===== src/rtl/mdis_pkg.sv =====
// package for the max-duration interval selection unit
// types, sizes and state codes; no dependencies
`default_nettype none
package mdis_pkg;
  localparam int unsigned MaxIntervals = 16;
  localparam int unsigned TimeBits     = 16;
  localparam int unsigned IdxW  = $clog2(MaxIntervals);
  localparam int unsigned CntW  = $clog2(MaxIntervals + 1);
  localparam int unsigned SumW  = 21;
  localparam int unsigned EntW  = 2 * TimeBits;

  typedef struct packed {
    logic [15:0] start_time;
    logic [15:0] end_time;
    logic        last;
  } in_item_t;

  typedef struct packed {
    logic [15:0] sel_start;
    logic [15:0] sel_end;
    logic [20:0] best_total;
    logic        none_found;
    logic        overflow;
    logic        final_res;
  } out_item_t;

  typedef enum logic [3:0] {
    StLoad, StCfI, StCfJ, StCfChk, StEnum, StEnumChk, StDecide,
    StEmitRd, StEmitWait, StEmit, StNone
  } state_e;
endpackage
`default_nettype wire


===== src/rtl/mdis_ram.sv =====
// generic single-port synchronous ram with registered read
// no dependencies
`default_nettype none
module mdis_ram #(
  parameter int unsigned Width = 32,
  parameter int unsigned Depth = 16
) (
  input  wire logic                     clk_i,
  input  wire logic                     we_i,
  input  wire logic [$clog2(Depth)-1:0] addr_i,
  input  wire logic [Width-1:0]         wdata_i,
  output logic      [Width-1:0]         rdata_o
);
  logic [Width-1:0] mem [Depth];
  always_ff @(posedge clk_i) begin
    if (we_i) begin
      mem[addr_i] <= wdata_i;
    end
    rdata_o <= mem[addr_i];
  end
endmodule
`default_nettype wire


===== src/rtl/max_duration_interval_selection_unit.sv =====
// max-duration interval selection: loads intervals into a ram, then searches
// all subsets. depends on mdis_pkg and mdis_ram
//
// usage: intervals come in on the in channel, one item a cycle while loading.
// an item with last set starts the search; no new item is taken until the
// last result of that run has been placed in the output register. a pairwise
// conflict table is built by reading the ram (a read of i, a read of j and a
// check per pair), then each of the 2^n - 1 subsets is checked by reading
// and checking one interval at a time, with a compare step after each subset.
// the chosen intervals are then read back in index order through a read, a
// wait and an emit step each, unchosen indices being skipped in the read step.
// if no subset has a positive total one result with none_found set is given.
// items beyond sixteen are dropped and flagged. reset empties the store and
// returns to loading; ram contents are not cleared. a stalled receiver holds
// the output register and the next result waits behind it.
`default_nettype none
module max_duration_interval_selection_unit (
  input  wire logic               clk_i,
  input  wire logic               rst_ni,
  input  wire logic               in_valid_i,
  output logic                    in_ready_o,
  input  wire mdis_pkg::in_item_t in_data_i,
  output logic                    out_valid_o,
  input  wire logic               out_ready_i,
  output mdis_pkg::out_item_t     out_data_o
);
  localparam int unsigned N = mdis_pkg::MaxIntervals;
  localparam int unsigned IW = mdis_pkg::IdxW;
  localparam int unsigned CW = mdis_pkg::CntW;
  localparam int unsigned SW = mdis_pkg::SumW;
  localparam int unsigned TB = mdis_pkg::TimeBits;

  mdis_pkg::state_e state_q, state_d;
  logic [CW-1:0] cnt_q, cnt_d;
  logic          ovf_q, ovf_d;
  logic [IW-1:0] i_q, i_d, j_q, j_d;
  logic [N-1:0]  conf_q [N];
  logic [N-1:0]  conf_d [N];
  logic [TB-1:0] si_q, si_d, ei_q, ei_d;
  logic [N-1:0]  cand_q, cand_d, best_q, best_d;
  logic [SW+1:0] sum_q, sum_d, bsum_q, bsum_d;
  logic          ok_q, ok_d;
  logic [CW-1:0] pc_q, pc_d, pb_q, pb_d;
  logic [CW-1:0] k_q, k_d;
  logic          ov_q, ov_d;
  mdis_pkg::out_item_t od_q, od_d;
  logic          ovl_q, ovl_d;

  logic          we;
  logic [IW-1:0] addr;
  logic [mdis_pkg::EntW-1:0] wdata, rdata;

  mdis_ram #(.Width(mdis_pkg::EntW), .Depth(N)) u_ram (
    .clk_i, .we_i(we), .addr_i(addr), .wdata_i(wdata), .rdata_o(rdata)
  );

  logic [TB-1:0] rs, re;
  logic [SW+1:0] dur;
  logic [N-1:0]  diff, lowb;
  logic [SW+1:0] tot_sat;
  logic          in_acc, out_free;

  assign rs   = rdata[TB-1:0];
  assign re   = rdata[2*TB-1:TB];
  assign dur  = (SW+2)'({2'b0, re}) - (SW+2)'({2'b0, rs});
  assign diff = cand_q ^ best_q;
  assign lowb = diff & (~diff + N'(1));
  assign tot_sat = ($signed(bsum_q) > $signed((SW+2)'(1048575))) ?
                   (SW+2)'(1048575) : bsum_q;
  assign in_acc   = in_valid_i && in_ready_o;
  assign out_free = !ovl_q || out_ready_i;

  always_comb begin
    state_d = state_q; cnt_d = cnt_q; ovf_d = ovf_q; i_d = i_q; j_d = j_q;
    conf_d = conf_q; si_d = si_q; ei_d = ei_q; cand_d = cand_q; best_d = best_q;
    sum_d = sum_q; bsum_d = bsum_q; ok_d = ok_q; pc_d = pc_q; pb_d = pb_q;
    k_d = k_q; ov_d = ov_q; od_d = od_q;
    ovl_d = ovl_q && !out_ready_i;
    we = 1'b0; addr = i_q; wdata = '0; in_ready_o = 1'b0;
    unique case (state_q)
      mdis_pkg::StLoad: begin
        in_ready_o = 1'b1;
        addr = cnt_q[IW-1:0];
        wdata = {TB'(in_data_i.end_time), TB'(in_data_i.start_time)};
        if (in_acc) begin
          if (cnt_q < CW'(N)) begin
            we = 1'b1; cnt_d = cnt_q + CW'(1);
          end else begin
            ovf_d = 1'b1;
          end
          if (in_data_i.last) begin
            ov_d = ovf_d || (cnt_q >= CW'(N));
            for (int a = 0; a < N; a++) conf_d[a] = '0;
            i_d = '0; j_d = IW'(1);
            state_d = mdis_pkg::StCfI;
          end
        end
      end
      // conflict table: read i, then each later j
      mdis_pkg::StCfI: begin
        if (CW'(j_q) >= cnt_d || j_q == '0) begin
          // no more pairs
          best_d = '0; bsum_d = '0; pb_d = '0; cand_d = N'(1);
          if (cnt_q == '0) state_d = mdis_pkg::StNone;
          else begin
            i_d = '0; sum_d = '0; ok_d = 1'b1; pc_d = '0;
            state_d = mdis_pkg::StEnum;
          end
        end else begin
          addr = i_q; state_d = mdis_pkg::StCfJ;
        end
      end
      mdis_pkg::StCfJ: begin
        si_d = rs; ei_d = re; addr = j_q; state_d = mdis_pkg::StCfChk;
      end
      mdis_pkg::StCfChk: begin
        if (si_q < re && rs < ei_q) begin
          conf_d[i_q][j_q] = 1'b1; conf_d[j_q][i_q] = 1'b1;
        end
        if (CW'(j_q) + CW'(1) < cnt_q) j_d = j_q + IW'(1);
        else begin
          i_d = i_q + IW'(1); j_d = i_q + IW'(2);
          if (CW'(i_q) + CW'(2) >= cnt_q) j_d = '0;
        end
        state_d = mdis_pkg::StCfI;
      end
      // subset walk: each interval is read, then checked
      mdis_pkg::StEnum: begin
        addr = i_q; state_d = mdis_pkg::StEnumChk;
      end
      mdis_pkg::StEnumChk: begin
        if (cand_q[i_q]) begin
          if ((conf_q[i_q] & cand_q) != '0) ok_d = 1'b0;
          sum_d = sum_q + dur; pc_d = pc_q + CW'(1);
        end
        if (CW'(i_q) + CW'(1) < cnt_q) begin
          i_d = i_q + IW'(1); state_d = mdis_pkg::StEnum;
        end else state_d = mdis_pkg::StDecide;
      end
      mdis_pkg::StDecide: begin
        if (ok_q && $signed(sum_q) > 0 &&
            (best_q == '0 || $signed(sum_q) > $signed(bsum_q) ||
             (sum_q == bsum_q && (pc_q > pb_q ||
              (pc_q == pb_q && (cand_q & lowb) != '0))))) begin
          best_d = cand_q; bsum_d = sum_q; pb_d = pc_q;
        end
        if ((cand_q | ~((N'(1) << cnt_q) - N'(1))) == '1 ||
            (cnt_q == CW'(N) && cand_q == '1)) begin
          if (best_d == '0) state_d = mdis_pkg::StNone;
          else begin
            i_d = '0; k_d = '0; state_d = mdis_pkg::StEmitRd;
          end
        end else begin
          cand_d = cand_q + N'(1); i_d = '0; sum_d = '0; ok_d = 1'b1; pc_d = '0;
          state_d = mdis_pkg::StEnum;
        end
      end
      mdis_pkg::StEmitRd: begin
        if (!best_q[i_q]) i_d = i_q + IW'(1);
        else begin
          addr = i_q; state_d = mdis_pkg::StEmitWait;
        end
      end
      mdis_pkg::StEmitWait: begin
        state_d = mdis_pkg::StEmit;
        si_d = rs; ei_d = re;
      end
      mdis_pkg::StEmit: begin
        if (out_free) begin
          ovl_d = 1'b1;
          od_d.sel_start = 16'(si_q); od_d.sel_end = 16'(ei_q);
          od_d.best_total = tot_sat[SW-1:0];
          od_d.none_found = 1'b0; od_d.overflow = ov_q;
          od_d.final_res = (k_q + CW'(1) == pb_q) || (k_q + CW'(1) == CW'(16));
          k_d = k_q + CW'(1);
          if (od_d.final_res) begin
            cnt_d = '0; ovf_d = 1'b0; state_d = mdis_pkg::StLoad;
          end else begin
            i_d = i_q + IW'(1); state_d = mdis_pkg::StEmitRd;
          end
        end
      end
      mdis_pkg::StNone: begin
        if (out_free) begin
          ovl_d = 1'b1;
          od_d = '0; od_d.none_found = 1'b1; od_d.overflow = ov_q;
          od_d.final_res = 1'b1;
          cnt_d = '0; ovf_d = 1'b0; state_d = mdis_pkg::StLoad;
        end
      end
      default: state_d = mdis_pkg::StLoad;
    endcase
  end

  always_ff @(posedge clk_i or negedge rst_ni) begin
    if (!rst_ni) begin
      state_q <= mdis_pkg::StLoad;
      cnt_q <= '0; ovf_q <= 1'b0; ovl_q <= 1'b0;
      best_q <= '0; bsum_q <= '0; cand_q <= '0;
    end else begin
      state_q <= state_d; cnt_q <= cnt_d; ovf_q <= ovf_d; ovl_q <= ovl_d;
      best_q <= best_d; bsum_q <= bsum_d; cand_q <= cand_d;
    end
  end

  always_ff @(posedge clk_i) begin
    i_q <= i_d; j_q <= j_d; conf_q <= conf_d; si_q <= si_d; ei_q <= ei_d;
    sum_q <= sum_d; ok_q <= ok_d; pc_q <= pc_d; pb_q <= pb_d;
    k_q <= k_d; ov_q <= ov_d; od_q <= od_d;
  end

  assign out_valid_o = ovl_q;
  assign out_data_o  = od_q;

  // no item is taken while a search or its results are under way
  assert property (@(posedge clk_i) disable iff (!rst_ni)
    in_ready_o |-> (state_q == mdis_pkg::StLoad))
    else $error("input taken outside loading");
  assert property (@(posedge clk_i) disable iff (!rst_ni)
    (out_valid_o && !out_ready_i) |=> $stable(out_data_o))
    else $error("output changed under stall");
  assert property (@(posedge clk_i) disable iff (!rst_ni)
    cnt_q <= CW'(N))
    else $error("store count beyond capacity");
endmodule
`default_nettype wire


===== config.mk =====
export PLATFORM = sky130hd
export DESIGN_NAME = max_duration_interval_selection_unit
export DESIGN_NICKNAME = d
export VERILOG_FILES = /design/src/rtl/mdis_pkg.sv /design/src/rtl/mdis_ram.sv /design/src/rtl/max_duration_interval_selection_unit.sv
export SDC_FILE = /design/constraint.sdc
export NUM_CORES = 2
export LEC_CHECK = 0
export ABC_AREA = 1
export BUFFER_PORTS_ARGS = -buffer_cell sky130_fd_sc_hd__buf_2
export CORE_ASPECT_RATIO = 2
export CORE_MARGIN = 3
export CORE_UTILIZATION = 54
export CTS_BUF_LIST = sky130_fd_sc_hd__clkbuf_4 sky130_fd_sc_hd__clkbuf_8 sky130_fd_sc_hd__clkbuf_16
export DETAILED_ROUTE_END_ITERATION = 8
export PLACE_DENSITY = 0.7
export SLEW_MARGIN = 30
export SYNTH_ARGS = -nofsm -noshare
export SYNTH_HDL_FRONTEND = slang
export SYNTH_HIERARCHICAL = 1
export SYNTH_SLANG_ARGS = --single-unit

===== constraint.sdc =====
create_clock -name clk_i -period 29.1 [get_ports clk_i]
set_input_delay 7.275 -clock clk_i [delete_from_list [all_inputs] [get_ports clk_i]]
set_output_delay 7.275 -clock clk_i [all_outputs]
set_load 0.02 [all_outputs]

# Yosys cells after proc, flatten, opt, wreduce, memory -nomap -nowiden
# Memories as Yosys holds them, arrays and structs flattened. A register that Yosys moved wholly into a read port is not among the register bits.
# Cells that the tools add are included.
[classes]
reduce_logical = 52
addsub = 14
eq_ne = 38
n_lt_le_gt_ge = 20
shift = 1
muxes = 107
bitwise = 11
[op_table]
columns = ["op", "n"]
rows = [
  ["256-bit 2-to-1 mux", 3],
  ["256-bit OR", 2],
  ["256-bit case mux with 2 select lines", 1],
  ["16-bit 2-to-1 mux", 9],
  ["23-bit 2-to-1 mux", 6],
  ["16-bit demux with 4-bit select", 2],
  ["56-bit 2-to-1 mux", 2],
  ["56-bit case mux with 2 select lines", 1],
  ["4-bit 2-to-1 mux", 22],
  ["5-bit 2-to-1 mux", 14],
  ["23-bit case mux with 3 select lines", 1],
  ["16-bit binary-select mux with 4-bit select", 1],
  ["16-bit case mux with 2 select lines", 2],
  ["16-bit AND", 3],
  ["23-bit case mux with 2 select lines", 1],
  ["4-bit case mux with 11 select lines", 1],
  ["2-bit != test, second input constant", 20],
  ["16-bit by 1-bit adder with 16-bit output, second input constant", 2],
  ["16-bit equality test, second input constant", 2],
  ["16-bit zero test", 2],
  ["16-bit < comparator", 2],
  ["32-bit 2-to-1 mux", 1],
  ["16-bit inverter", 2],
  ["16-bit nonzero test", 2],
  ["other kinds (58)", 139],
]
[totals]
out_inout_bits = 58
ff_bits = 458
mem_bits_rw = 512
n_memories = 1
in_bits = 37
[mem_list]
columns = ["name", "words", "word_bits", "read_ports", "rd_ports_with_merged_regs", "wr", "line_no", "text"]
rows = [
  ["u_ram.mem", 16, 32, 1, 1, 1, "mdis_ram.sv:14", "logic [Width-1:0] mem [Depth];"],
]

# Logic depth before layout (Yosys ltp)
[logic_depth]
word_depth = 17
ltp_mapped = 27
ltp_nobuf = 26

# Hierarchy
# Netlist, hierarchy kept.
[modules_own_cells]
columns = ["mod", "cells_per_inst", "n_inst", "area_each_um2", "seq_area_each_um2"]
rows = [
  ["max_duration_interval_selection_unit", 3216, 1, 27343.7, 13422.9],
  ["mdis_ram", 2113, 1, 22213.8, 16015.4],
]

# Worst setup path before layout
# No wires, ideal clock.
[synth_timing]
kind = "reg2reg"
from = "register u_ram.rdata_o[17], read port of u_ram.mem"
to = "register conf_q[0] (netlist bit) (enable)"
n_path_buf = 0
slack_ns = 7.538
arrival_ns = 20.305
setup_time_ns = 1.257
synth_period_minus_slack_ns = 21.562
stages_incl_launch_ff = 12
cell_sequence = "dfxtp_1 inv_1 ha_1 a21boi_0 o211ai_1 nand2_1 a21o_1 a21oi_1 o21ai_0 nand4_1 a21oi_1 o32ai_1"
[synth_between]
elab_chain_cells = 4
[synth_lines]
columns = ["element", "line_no", "text"]
rows = [
  ["start: declaration", "mdis_ram.sv:12", "output logic [Width-1:0] rdata_o"],
  ["16-bit < comparator", "max_duration_interval_selection_unit.sv:117", "if (si_q < re && rs < ei_q) begin"],
  ["1-bit logical AND", "max_duration_interval_selection_unit.sv:117", ""],
  ["2-bit != test (no line)", "-", ""],
  ["4-bit AND reduction (no line)", "-", ""],
  ["end signal: assignment", "max_duration_interval_selection_unit.sv:207", "i_q <= i_d; j_q <= j_d; conf_q <= conf_d; si_q <= si_d; ei_q <= ei_d;"],
  ["end: declaration", "max_duration_interval_selection_unit.sv:37", "logic [N-1:0] conf_q [N];"],
]
# No other way between the ends.
# A chain may end at the register's enable or synchronous reset.

# Final worst setup path
[layout_timing]
from = "register state_q[3]"
to = "output in_ready_o"
[layout_between]
elab_chain_cells = 2
[layout_lines]
columns = ["element", "line_no", "text"]
rows = [
  ["start: declaration", "max_duration_interval_selection_unit.sv:33", "mdis_pkg::state_e state_q, state_d;"],
  ["start signal: assignment", "max_duration_interval_selection_unit.sv:197", "state_q <= mdis_pkg::StLoad;"],
  ["start signal: assignment", "max_duration_interval_selection_unit.sv:201", "state_q <= state_d; cnt_q <= cnt_d; ovf_q <= ovf_d; ovl_q <= ovl_d;"],
  ["4-bit zero test", "max_duration_interval_selection_unit.sv:80", "unique case (state_q)"],
  ["1-bit 2-to-1 mux", "max_duration_interval_selection_unit.sv:80", ""],
  ["end: declaration", "max_duration_interval_selection_unit.sv:21", "output logic in_ready_o,"],
]
# No other way between the ends.

==> summary.md <==
| Metric | Value |
|---|---|
| Setup CP Type | `reg -> out` |
| Clock net sink count | `1,002` |
| Clock skew | `27.6 ps` |
| Avg WL per Cell | `around 22 um` |
| Final Slew Violations | `0` |
| Final instance area | `54,300 um^2` |
| Util after Layout | `roughly 60%` |
| Routed Wire Length | `146,000 um` |
| Number of routed nets with antenna violations | `0` |
| Most used DFF post-synth | `edfxtp_1` |
| Fin cells | `6,631` |
| Placed cells | `6,441` |
| Die area | `95,700 um^2` |
| Pwr Density | `119 nW/um^2` |
| First-pass GRT wire length | `217,000 um` |
| Post-synth cell types | `57` |
| GRT Total Usage | `30.7%` |
| Syn avg cell area | `9.30 um^2` |
| WHS Path Cells | `0` |
| Clock buffers created by TritonCTS | `88` |
| CTS max path bufs | `3` |
| Tmin final | `around 9400 ps` |
| Number of enable flip-flop cells after synthesis | `904` |
| YS warnings | `6` |
| Syn Nets | `about 5,500` |
| Fillers | `just under 8,000` |
| Most numerous cell in the Yosys netlist | `nand2_1` |
| Vias in the first global route | `37,100` |
| First-pass DRT Iterations | `6` |
| Largest net degree at the start of global routing | `171` |
| Maximum VDD drop | `90.9 uV` |
| Worst-Skew Late Latency | `720 ps` |
| Postcts setup bufs | `0` |
| Mapped Area | `about 50,000 um^2` |
| Max-cap violations | `0` |
| Die Y | `434 um` |
| FMAX | `0.106 GHz` |
| Register area share after synthesis | `59.4%` |
| Placed Area | `51,200 um^2` |
| Critical path fanouts, max | `4` |
| IO Pins | `95` |
| Largest cells by area after synthesis | `edfxtp_1 55%, nand2_1 13%, a21oi_1 5.1%` |
| Hpwl dp | `97,100 um` |
| Mapped Cells | `5,329` |
| RSZ-0062 raised after global routing | `no` |
| Die width | `approximately 220 um` |
| Area of the multi-input gates | `roughly 17,000 um^2` |
| Slew headroom | `26.6%` |
| Reg-to-Reg Start | `u_ram/rdata_o[2]$_DFF_P_` |
| Crit path capture type | `output pin` |
| Routed via count | `between 30,000 and 40,000` |
| Min-Delay Startpoint | `u_ram/rdata_o[8]$_DFF_P_` |
| Cts hold-fix bufs | `0` |
| Worst r2r dst | `sum_q[22]$_SDFFCE_PN0P_` |
| GPL Wtd Cong | `0.959` |
| Post-CTS sizing | `0` |
| Outcome | `finished, final reports clean` |
| Port buffer count | `between 90 and 100` |
| Critical Path RT | `approximately 22,000 ps` |
| Vias per cell | `5.69` |
| Setup violators final | `0` |
| Min-Delay Path Class | `reg -> reg` |
| Core area | `90,800 um^2` |
| Arrival @ worst endpoint | `2120 ps` |
| Initial Util | `54.6%` |
| Initial antenna violation count | `6` |
| Final nets | `between 5,000 and 6,000` |
| Worst-Margin Slew | `1100 ps` |
| Reg2reg path depth | `24` |
| Final setup margin | `between 15,000 and 20,000 ps` |
| Root Driver | `clkbuf_16` |
| Share of the synthesized area in the top cell type | `54.8%` |
| Worst slack, placed | `between 15,000 and 20,000 ps` |
| Area Growth Syn to Fin | `9.55%` |
| Leakage | `around 23 nW` |
| #FFs+latches synth | `around 1,000` |
| Post-synth top cells | `1,757 x nand2_1, 904 x edfxtp_1, 592 x inv_1` |
| Yosys top cell by area | `edfxtp_1` |
| Asr flop ratio synth | `6.59%` |
| Power, Total | `about 6.5 mW` |
| Worst-path clk slew | `70 ps` |
| Hold EP | `si_q[8]$_DFFE_PP_` |
| WHS | `469 ps` |
| R2r setup slk | `24,380 ps` |
| FP Rows | `approximately 160` |
| Ratio of cells with drive above 1 in the final layout | `8.12%` |
| Post-route DRC | `0` |
| CTS H-tree depth | `3` |
| CTS tree | `done` |
| Register area | `29,400 um^2` |
| Iter 0 DRT Violations | `approximately 3,600` |
| Post-route clock period utilization | `32.3%` |
| Fin Setup TNS | `0 ps` |
| Hold Fails Final Rpt | `0` |
| Total gr overflow | `0` |
| Startpoint types | `flop` |
-- routing by layer --
layer	track usage (%)	part of all wire, %
met5	0	0
met4	26.3	9.6
met3	5.12	5.8
met2	54.8	52
met1	30.4	32
-- flip-flops by register name, summed over array words and instances, names as in the netlist, 4 cells and up --
| name | cells |
|---|---|
| best_q | 16 |
| bsum_q | 23 |
| cand_q | 16 |
| cnt_q | 5 |
| conf_q | 256 |
| ei_q | 16 |
| i_q | 4 |
| j_q | 4 |
| k_q | 5 |
| out_data_o | 56 |
| pb_q | 5 |
| pc_q | 5 |
| si_q | 16 |
| state_q | 4 |
| sum_q | 23 |
| u_ram/mem | 512 |
| u_ram/rdata_o | 32 |
-- worst max-delay path by stage --
stage                                    from                          to  cells after the start
CTS                    state_q[3]$_DFFE_PN0P_                  in_ready_o                      4
detailed placement                 in_valid_i  u_ram/mem[4][14]$_DFFE_PP_                      6
global route           state_q[2]$_DFFE_PN0P_                  in_ready_o                      4
finish                 state_q[3]$_DFFE_PN0P_                  in_ready_o                      4
global placement                   in_valid_i  u_ram/mem[4][20]$_DFFE_PP_                      6
floorplan           u_ram/rdata_o[17]$_DFF_P_     conf_q[0]$_SDFFCE_PN0P_                     11
-- kinds of logic after synthesis --
logic type                 synth area share, %
and+or+nand+nor                           18.2
xor gates and xnor gates                 0.566
DFF                                       59.4
buffers and inverters                     7.21
adders and majority gates                 3.51
AOI/OAI and AO/OA                         11.1
-- power by group --
group	switching, mW	internal (mW)	leakage, nW	total [mW]
combinational	2.34	0.842	11.9	3.18
sequential	0.137	1.94	9.56	2.08
clock	0.547	0.659	1.43	1.21
-- final cells by class --
cell class,instances,share of cell area (%)
repair buffers,178,2.15
well taps,1185,2.73
diodes,24,0.111
clock buffers,107,4.37
multi-input cells,3466,31.1
flip-flops and latches,1002,54.2
clock inverters,58,1.04
inverters,611,4.25
-- critical path, stage by stage, from the launching register on --
cell and delay [ps]:
dfrtp_1 390, nor2_1 180, inv_1 130, nor2_1 400, buf_2 310
-- layout by cell type, fill, tap and decap left out, drive strengths merged, types with 9 or more instances in the layout --
cell         n
a21oi      508
a22oi       66
a31oi       30
buf        178
clkbuf     107
clkinv      37
clkinvlp    12
dfrtp       66
dfxtp       32
diode       24
edfxtp     904
ha         136
inv        612
nand2     1767
nand3      105
nand4       26
nor2       328
nor3        34
nor4        17
o211ai       9
o21a        12
o21ai      294
o22ai       28
o31ai       22
or2          9
xor2        24
Note: power is estimated with default switching activity, not from simulation.
